$ cat src/prq_pkg.sv
// shared types and constants for the priority ready queue
// no dependencies; imported by every other file of the block except prq_ifs.sv
`default_nettype none

package prq_pkg;

	localparam int QUEUE_DEPTH = 16;
	localparam int CNT_W       = $clog2(QUEUE_DEPTH + 1);
	localparam int ID_W        = 8;
	localparam int PRI_W       = 8;

	localparam logic ACT_ENQ = 1'b0;
	localparam logic ACT_DEQ = 1'b1;

	typedef enum logic [1:0] {
		ST_OK    = 2'd0,
		ST_EMPTY = 2'd1,
		ST_FULL  = 2'd2
	} status_t;

	typedef struct packed {
		logic [ID_W-1:0]  task_id;
		logic [PRI_W-1:0] pri;
	} entry_t;

	// command broadcast to every cell of the chain
	typedef struct packed {
		logic   enq;
		logic   deq;
		entry_t entry;
	} cell_cmd_t;

endpackage

`default_nettype wire

$ cat src/prq_ifs.sv
// valid/ready channel interfaces for the request and response words
// depends on nothing; used by the top level of the priority ready queue
`default_nettype none

interface prq_req_if;
	logic       valid;
	logic       ready;
	logic       action;
	logic [7:0] task_id;
	logic [7:0] priority_req;

	modport source (output valid, action, task_id, priority_req, input ready);
	modport sink (input valid, action, task_id, priority_req, output ready);
endinterface

interface prq_rsp_if;
	logic       valid;
	logic       ready;
	logic       got_task;
	logic [7:0] out_task_id;
	logic [7:0] out_priority;
	logic [1:0] status;

	modport source (output valid, got_task, out_task_id, out_priority, status, input ready);
	modport sink (input valid, got_task, out_task_id, out_priority, status, output ready);
endinterface

`default_nettype wire

$ cat src/priority_ready_queue_top.sv
// result words are registered: valid the cycle after the request is accepted
// throughput: one request word per cycle unless the response side stalls;
//   every cell compares against the new entry in parallel
// a request is taken whenever the response register is empty or being drained
// reset clears the occupancy count and the response valid; entry contents are
//   not cleared, only slots below the count are ever read
`default_nettype none

module priority_ready_queue_top (
	input  wire          clk,
	input  wire          arst_n,
	prq_req_if.sink      req,
	prq_rsp_if.source    rsp
);
	import prq_pkg::*;

	logic [CNT_W-1:0] count_q;
	logic             rsp_valid_q;
	logic             got_task_q;
	entry_t           out_entry_q;
	status_t          status_q;

	logic             req_fire;
	logic             q_empty;
	logic             q_full;
	cell_cmd_t        cmd;

	entry_t           cell_entry [QUEUE_DEPTH];
	logic             cell_keep  [QUEUE_DEPTH];

	// accept when no result is waiting, or the waiting one leaves this cycle
	assign req.ready = !rsp_valid_q || rsp.ready;
	assign req_fire  = req.valid && req.ready;

	assign q_empty = (count_q == '0);
	assign q_full  = (count_q == CNT_W'(QUEUE_DEPTH));

	always_comb begin
		cmd.enq           = req_fire && (req.action == ACT_ENQ) && !q_full;
		cmd.deq           = req_fire && (req.action == ACT_DEQ) && !q_empty;
		cmd.entry.task_id = req.task_id;
		cmd.entry.pri     = req.priority_req;
	end

	// chain of cells, head at index 0; a cell shifts right on enqueue and
	// left on dequeue, the new word lands after the last cell that keeps
	for (genvar i = 0; i < QUEUE_DEPTH; i++) begin : g_cell
		logic   left_keep;
		entry_t left_entry;
		entry_t right_entry;

		if (i == 0) begin : g_head
			assign left_keep  = 1'b1;
			assign left_entry = cmd.entry;
		end else begin : g_body
			assign left_keep  = cell_keep[i-1];
			assign left_entry = cell_entry[i-1];
		end

		if (i == QUEUE_DEPTH - 1) begin : g_tail
			assign right_entry = cell_entry[i];
		end else begin : g_inner
			assign right_entry = cell_entry[i+1];
		end

		prq_cell u_cell (
			.clk         (clk),
			.cmd         (cmd),
			.valid       (count_q > CNT_W'(i)),
			.left_keep   (left_keep),
			.left_entry  (left_entry),
			.right_entry (right_entry),
			.entry       (cell_entry[i]),
			.keep        (cell_keep[i])
		);
	end

	// occupancy count
	always_ff @(posedge clk or negedge arst_n) begin
		if (!arst_n) begin
			count_q <= '0;
		end else if (cmd.enq) begin
			count_q <= count_q + CNT_W'(1);
		end else if (cmd.deq) begin
			count_q <= count_q - CNT_W'(1);
		end
	end

	// response register: valid is control, the rest is payload
	always_ff @(posedge clk or negedge arst_n) begin
		if (!arst_n) begin
			rsp_valid_q <= 1'b0;
		end else if (req_fire) begin
			rsp_valid_q <= 1'b1;
		end else if (rsp.ready) begin
			rsp_valid_q <= 1'b0;
		end
	end

	always_ff @(posedge clk) begin
		if (req_fire) begin
			got_task_q  <= cmd.deq;
			out_entry_q <= cmd.deq ? cell_entry[0] : '0;
			if (req.action == ACT_DEQ) begin
				status_q <= q_empty ? ST_EMPTY : ST_OK;
			end else begin
				status_q <= q_full ? ST_FULL : ST_OK;
			end
		end
	end

	assign rsp.valid        = rsp_valid_q;
	assign rsp.got_task     = got_task_q;
	assign rsp.out_task_id  = out_entry_q.task_id;
	assign rsp.out_priority = out_entry_q.pri;
	assign rsp.status       = status_q;

`ifndef SYNTHESIS
	a_count_bound: assert property (@(posedge clk) disable iff (!arst_n)
		count_q <= CNT_W'(QUEUE_DEPTH))
		else $error("occupancy above depth");

	a_head_sorted: assert property (@(posedge clk) disable iff (!arst_n)
		count_q >= CNT_W'(2) |-> cell_entry[0].pri <= cell_entry[1].pri)
		else $error("head entries out of order");

	a_deq_result: assert property (@(posedge clk) disable iff (!arst_n)
		cmd.deq |=> rsp.valid && rsp.got_task
			&& rsp.out_priority == $past(cell_entry[0].pri))
		else $error("dequeue did not return the head");

	a_enq_count: assert property (@(posedge clk) disable iff (!arst_n)
		cmd.enq |=> count_q == $past(count_q) + CNT_W'(1))
		else $error("enqueue did not grow the queue");

	a_got_ok: assert property (@(posedge clk) disable iff (!arst_n)
		rsp.valid && rsp.got_task |-> rsp.status == ST_OK)
		else $error("returned task with error status");
`endif

endmodule

`default_nettype wire

$ cat src/prq_cell.sv
// one cell of the sorted shift chain: holds one entry, compares and shifts
// depends on prq_pkg
`default_nettype none

module prq_cell (
	input  wire                 clk,
	input  prq_pkg::cell_cmd_t  cmd,
	input  wire                 valid,
	input  wire                 left_keep,
	input  prq_pkg::entry_t     left_entry,
	input  prq_pkg::entry_t     right_entry,
	output prq_pkg::entry_t     entry,
	output logic                keep
);
	import prq_pkg::*;

	entry_t entry_q;

	// entry stays put when it is not less urgent than the new one
	always_comb begin
		keep = valid && (entry_q.pri <= cmd.entry.pri);
	end

	always_ff @(posedge clk) begin
		if (cmd.enq) begin
			if (!keep) begin
				entry_q <= left_keep ? cmd.entry : left_entry;
			end
		end else if (cmd.deq) begin
			entry_q <= right_entry;
		end
	end

	assign entry = entry_q;

endmodule

`default_nettype wire

$ cat src/flat_wrapper.sv
// flat-port wrapper written by rule: the top's interface ports become plain ports
module priority_ready_queue_top_flat import prq_pkg::*;
  (clk, arst_n, req_valid, req_action, req_task_id, req_priority_req, req_ready, rsp_valid, rsp_got_task, rsp_out_task_id, rsp_out_priority, rsp_status, rsp_ready);
  prq_req_if req_i ();
  prq_rsp_if rsp_i ();
  input  wire clk;
  input  wire arst_n;
  input wire logic [$bits(req_i.valid)-1:0] req_valid;
  input wire logic [$bits(req_i.action)-1:0] req_action;
  input wire logic [$bits(req_i.task_id)-1:0] req_task_id;
  input wire logic [$bits(req_i.priority_req)-1:0] req_priority_req;
  output wire logic [$bits(req_i.ready)-1:0] req_ready;
  output wire logic [$bits(rsp_i.valid)-1:0] rsp_valid;
  output wire logic [$bits(rsp_i.got_task)-1:0] rsp_got_task;
  output wire logic [$bits(rsp_i.out_task_id)-1:0] rsp_out_task_id;
  output wire logic [$bits(rsp_i.out_priority)-1:0] rsp_out_priority;
  output wire logic [$bits(rsp_i.status)-1:0] rsp_status;
  input wire logic [$bits(rsp_i.ready)-1:0] rsp_ready;
  assign req_i.valid = req_valid;
  assign req_i.action = req_action;
  assign req_i.task_id = req_task_id;
  assign req_i.priority_req = req_priority_req;
  assign req_ready = req_i.ready;
  assign rsp_valid = rsp_i.valid;
  assign rsp_got_task = rsp_i.got_task;
  assign rsp_out_task_id = rsp_i.out_task_id;
  assign rsp_out_priority = rsp_i.out_priority;
  assign rsp_status = rsp_i.status;
  assign rsp_i.ready = rsp_ready;
  priority_ready_queue_top u_core (.clk(clk), .arst_n(arst_n), .req(req_i), .rsp(rsp_i));
endmodule
$ cat config.mk
export PLATFORM = sky130hd
export DESIGN_NAME = priority_ready_queue_top_flat
export DESIGN_NICKNAME = d
export VERILOG_FILES = /design/src/prq_pkg.sv /design/src/prq_ifs.sv /design/src/priority_ready_queue_top.sv /design/src/prq_cell.sv /design/src/flat_wrapper.sv
export SDC_FILE = /design/constraint.sdc
export NUM_CORES = 1
export LEC_CHECK = 0
export ABC_AREA = 0
export ABC_CLOCK_PERIOD_IN_PS = 3600
export BUFFER_PORTS_ARGS = -buffer_cell sky130_fd_sc_hd__buf_2
export CORE_MARGIN = 1
export CORE_UTILIZATION = 48
export CTS_BUF_LIST = sky130_fd_sc_hd__clkbuf_8
export CTS_CLUSTER_DIAMETER = 100
export DETAILED_ROUTE_END_ITERATION = 10
export HOLD_SLACK_MARGIN = 0.05
export PLACE_DENSITY_LB_ADDON = 0.05
export SLEW_MARGIN = 20
export SYNTH_ARGS = -nofsm -noshare
export SYNTH_HDL_FRONTEND = slang
export SYNTH_SLANG_ARGS = --single-unit
$ cat constraint.sdc
create_clock -name clk -period 3.6 [get_ports clk]
set_input_delay 0.18 -clock clk [delete_from_list [all_inputs] [get_ports clk]]
set_output_delay 0.18 -clock clk [all_outputs]
set_load 0.01 [all_outputs]
### After elaboration in Yosys (flattened, before gate mapping)

Index checks and enable logic that the tools add are counted.

* register bits: 281
* input bits: 21
* output and inout bits: 21
* word-level logic and storage cells: 201

* add/subtract/negate cells: 2
* magnitude comparators: 32
* equal/unequal tests: 16
* muxes and demuxes: 67
* bitwise operators: 2
* reduce and logical (&&, ||, !) cells: 44

Operator list (count)
* $mux W16: 60
* $le A8 B8 Y1: 16
* $gt A5 B4 Y1 const B: 8
* $reduce_and A2 Y1: 16
* $ne A2 B2 Y1 const B: 15
* $logic_and A1 B1 Y1: 21
* $gt A5 B3 Y1 const B: 4
* $gt A5 B1 Y1 const B: 2
* $gt A5 B2 Y1 const B: 2
* $mux W5: 2
* $add A5 B1 Y5 const B: 1
* $eq A5 B5 Y1 const B: 1
* $logic_not A5 Y1: 1
* $sub A5 B1 Y5 const B: 1
* $mux W2: 2
* $reduce_bool A2 Y1: 2
* $logic_not A1 Y1: 3
* $mux W1: 3
* $not A1 Y1: 2
* $logic_or A1 B1 Y1: 1

### Depth between registers and ports, before layout

* depth in word-level cells: 7
* mapped depth: 11
* mapped depth without buffers: 8

### Hierarchy

A second synthesis with hierarchy kept.

* cell total of the unflattened synthesis: 1764
* area total of the unflattened synthesis: 18271.3 um^2

Modules (own cells, without submodules)
* prq_cell: instances 16, cells an instance 103, area an instance 1057.3 um^2, seq. area each 480.5 um^2
* priority_ready_queue_top: instances 1, cells an instance 116, area an instance 1355.0 um^2, seq. area each 720.7 um^2

### Worst setup path before layout

OpenSTA, ideal clock, no wires.

* path kind: in2reg
* start: input port req_priority_req[7]
* end: register u_core.g_cell[11].u_cell.entry_q, in the netlist u_core.g_cell[11].u_cell.entry[0], enable pin
* setup time: 411 ps
* arrival: 3047 ps
* data required time: 3189 ps
* setup slack: 142 ps
* stages: 8
* path buffers: 1
* cell sequence: inv_1 ha_1 nand4_1 nor2_1 a211oi_2 clkbuf_1 nor3_1 o21ai_0

* word-level cells in the longest chain between the ends: 4

Ends and longest elaborated chain
* from (decl): RTL line flat_wrapper.sv:11 `input wire logic [$bits(req_i.priority_req)-1:0] req_priority_req;`
* $le A8 B8 Y1: RTL line prq_cell.sv:21 `keep = valid && (entry_q.pri <= cmd.entry.pri);`
* $logic_and A1 B1 Y1: RTL line prq_cell.sv:21
* $ne A2 B2 Y1 (no line)
* $reduce_and A2 Y1 (no line)
* to (signal assigned): RTL line prq_cell.sv:27 `entry_q <= left_keep ? cmd.entry : left_entry;`
* to (signal assigned): RTL line prq_cell.sv:30 `entry_q <= right_entry;`
* to (decl): RTL line prq_cell.sv:17 `entry_t entry_q;`

Every way passes these cells.
A chain may end at the register's enable or synchronous reset.

### Worst setup path after layout

* start: register u_core.count_q[0]
* end: register u_core.g_cell[8].u_cell.entry_q, in the netlist u_core.g_cell[8].u_cell.entry[9], enable pin

* word-level cells in the longest chain between the ends: 5
* elaborated cells between the ends (all ways): 11
* those cells by class: order compare (1); eq/ne (2); reduce/logical (8)

Ends and longest elaborated chain
* from (decl): RTL line priority_ready_queue_top.sv:17 `logic [CNT_W-1:0] count_q;`
* from (signal assigned): RTL line priority_ready_queue_top.sv:83 `count_q <= count_q + CNT_W'(1);`
* from (signal assigned): RTL line priority_ready_queue_top.sv:85 `count_q <= count_q - CNT_W'(1);`
* parallel branches: the longest is 4 deep, another holds $gt A5 B4 Y1
* $reduce_and A2 Y1 (no line) (*)
* to (signal assigned): RTL line prq_cell.sv:27
* to (signal assigned): RTL line prq_cell.sv:30
* to (decl): RTL line prq_cell.sv:17

Mark *: on every way between the ends.

==> out/results.ini <==
[global_route]
grt_pass1_vias = 16500
grt_pass1_wl_mm = 99.20
antenna_found_initial = 0
grt_remaining_overflow = 0
grt_max_degree = 115
grtUsageTotal = 0.3166

[synthesis]
synth_area_leaders = edfxtp_1 (43%), ha_1 (8.8%), nand4_1 (8.3%)
yosysTopAreaCellShare = 0.4330
synth_edf_count = 275
synthTopCellsByCount = edfxtp_1 (275), nand4_1 (252), nor2_1 (212)
synth_top_cell_by_area = edfxtp_1
ys_ff_latch = 281
yosysUniqueCellTypes = 61
synth_warnings = 0
synth_ff_type = edfxtp_1
yosysSeqAreaShare = 0.4409
synthesis.nets = 2110
netlist_instances = 1955
async_reset_ff_frac = 0.02135
synth_area_um2 = 19070
yosys.cell_count.top_type = edfxtp_1
synth_area_per_cell_um2 = 9.755

[critical_path]
start_kind = flip-flop
crit_family = buffers and inverters
cp-end-kind = flip-flop
r2r_slack_ns = 0.65
crit_required_ns = 3.94
slowest_delay_ns = 0.56
critical_path_buf_inv_count = 3
critPathKind = reg2reg
path_max_fanout = 73
cpMaxStageDelayCell = dfrtp_1
cp.arrival_ns = 3.29
path_cells = inv_1 > ha_1 > nand4bb_1 > nand4b_1 > buf_12 > o21ai_1 > buf_4

[cells_and_area]
diodes = 0
nets = 2090
syn2layout_area_growth_pct = 8.956
drive_above_1_share = 0.1181

[power]
switching_power_w = 0.005134
internal_power_w = 0.007243
p_comb_frac = 0.380
p_leak_nw = 7.494
seqPwrFrac = 0.398
powerDensity_nw_per_um2 = 595.7
clockPowerShare = 0.223
ir_worst_vdd_uv = 310.8
switching_share = 0.4148

[placed_design]
io_buffers = 41
place.gp.congestion = 0.8855
dp_hpwl_mm = 43.77

[sta]
holdWs_ns = 0.1288
setup_violations = 0
worst_pin_slew_ns = 1.128
maxSlewHeadroom = 0.2467
timing.final.max_slew_violations = 0
min_period_over_period = 0.8184
fmax_ghz = 0.3394
clock_skew_ns = 0.02746
post-route-min-period_ns = 2.946
grt_setup_unrepaired = false
hold_viol_final = 0
setup_tns_ns = 0

[clock_network]
postCtsSetupBuffers = 0
h-tree-depth = 2
cts_tree = built
clk_pin_slew_ns = 0.06
cts.sinks = 281
cts_root_buf = clkbuf_8
clockBufferDepth = 3
clk_latency_ns = 0.66
numCtsBuffers = 50

[floorplanning]
dieHeight_um = 201.3
io_pins = 42
die_area_um2 = 40530
start_util = 0.4900
num_rows = 72
core-area_um2 = 38920
fp.dieW_um = 201.3

[detailed_routing]
ant_nets = 0
drt_pre_antenna_iters = 6
routed-via-count = 17280
wl_per_cell_um = 26.19
drt-initial-drc-count = 1419
route.detailed.drc = 0
route.final.wire_length_mm = 65.25
viasPerCell = 6.935

[hold_path]
hold_class = in2reg

[flow_run]
drv_cap = 0

[run_status]
status = finished, final reports clean

placed cells by master (no fill, tap or decap), drive strengths merged, types with 12 or more instances in the layout:
| cell | n |
|---|---|
| a31oi | 194 |
| nand4 | 252 |
| o32ai | 16 |
| a21oi | 49 |
| inv | 51 |
| edfxtp | 275 |
| a211oi | 14 |
| o2111ai | 16 |
| o21ai | 57 |
| nand2 | 66 |
| nor2 | 216 |
| a211o | 12 |
| ha | 134 |
| nor2b | 29 |
| o31ai | 198 |
| nor3 | 15 |
| nand3 | 35 |
| o211ai | 31 |
| clkbuf | 51 |
| and2 | 20 |
| a22oi | 34 |
| clkinv | 23 |
| buf | 127 |
worst paths after layout:
path / startpoint / to / cells past startpoint
max reg2reg: u_core.count_q[0]$_DFFE_PN0P_ / u_core.g_cell[8].u_cell.entry[9]$_DFFE_PP_ / 7
max: u_core.count_q[0]$_DFFE_PN0P_ / u_core.g_cell[8].u_cell.entry[9]$_DFFE_PP_ / 7
min in group asynchronous: arst_n / u_core.count_q[4]$_DFFE_PN0P_ / 3
min reg2reg: u_core.g_cell[0].u_cell.entry[14]$_DFFE_PP_ / u_core.rsp.out_task_id[6]$_SDFFCE_PN0P_ / 1
min: req_priority_req[1] / u_core.g_cell[0].u_cell.entry[1]$_DFFE_PP_ / 4
max in group asynchronous: arst_n / u_core.rsp.valid$_DFFE_PN0P_ / 3
layer usage:
metal / up-vias / wire length [um] / GRT usage
li1: 7885 / - / -
met1: 8401 / 26750 / 0.4158
met2: 798 / 30860 / 0.5094
met3: 192 / 4833 / 0.05264
met4: 0 / 2794 / 0.1502
met5: - / 0 / 0
worst register-to-register path, stage by stage (launching register included):
cell and delay [ns]:
dfrtp_1 0.56, inv_1 0.16, ha_1 0.26, nand4bb_1 0.21
nand4b_1 0.26, buf_12 0.30, o21ai_1 0.61, buf_4 0.28
timing repair:
item	4_1_cts	5_1_grt
resized for setup	0	0
hold buffers	5	0
endpoints found under the hold margin	10	0
kinds of logic after synthesis:
group | after synthesis | synth area share
fa+ha+maj | 134 | 0.08792
simple gates | 659 | 0.1806
flops | 281 | 0.4409
compound gates | 637 | 0.2340
xor+xnor | 4 | 0.001837
buf+inv | 239 | 0.05432
mux | 1 | 0.0005249
state kept, by name, summed over array words and instances, names as in the netlist:
register and count:
u_core.rsp.status 2, u_core.g_cell.u_cell.entry 256, u_core.rsp.out_task_id 8, u_core.rsp.got_task 1, u_core.rsp.valid 1, u_core.rsp.out_priority 8
u_core.count_q 5
metrics by stage:
step | instances | instance area (um2) | worst slack, ns | utilization | power [W]
after global routing | 2491 | 20780 | 0.4620 | 0.5339 | 0.01302
final | 2491 | 20780 | 0.6536 | 0.5339 | 0.01238
after global placement | 2396 | 19800 | 0.5989 | 0.5087 | 0.009437
after floorplan | 1955 | 19070 | 0.1419 | - | 0.008142
after detailed placement | 2396 | 19800 | 0.4890 | 0.5087 | 0.009540
after CTS | 2491 | 20720 | 0.6131 | 0.5323 | 0.01229
power by group through the flow:
stage,Sequential (W),Combinational (W),Clock [W]
global route,0.00495,0.00515,0.00292
CTS,0.00489,0.00461,0.00279
finish,0.00492,0.00470,0.00276
detailed placement,0.00495,0.00459,0
global placement,0.00496,0.00448,0
floorplan,0.00464,0.00350,0
cell type report:
class                           count  area, um2
Fill cell                        3580      18140
Clock inverter                     39      165.2
Inverter                           35      131.4
Sequential cell                   281       8408
Multi-Input combinational cell   1435       9711
Timing Repair Buffer              132       1013
Tap cell                          518      648.1
Clock buffer                       51      701.9
(Power assumes the default switching activity.)
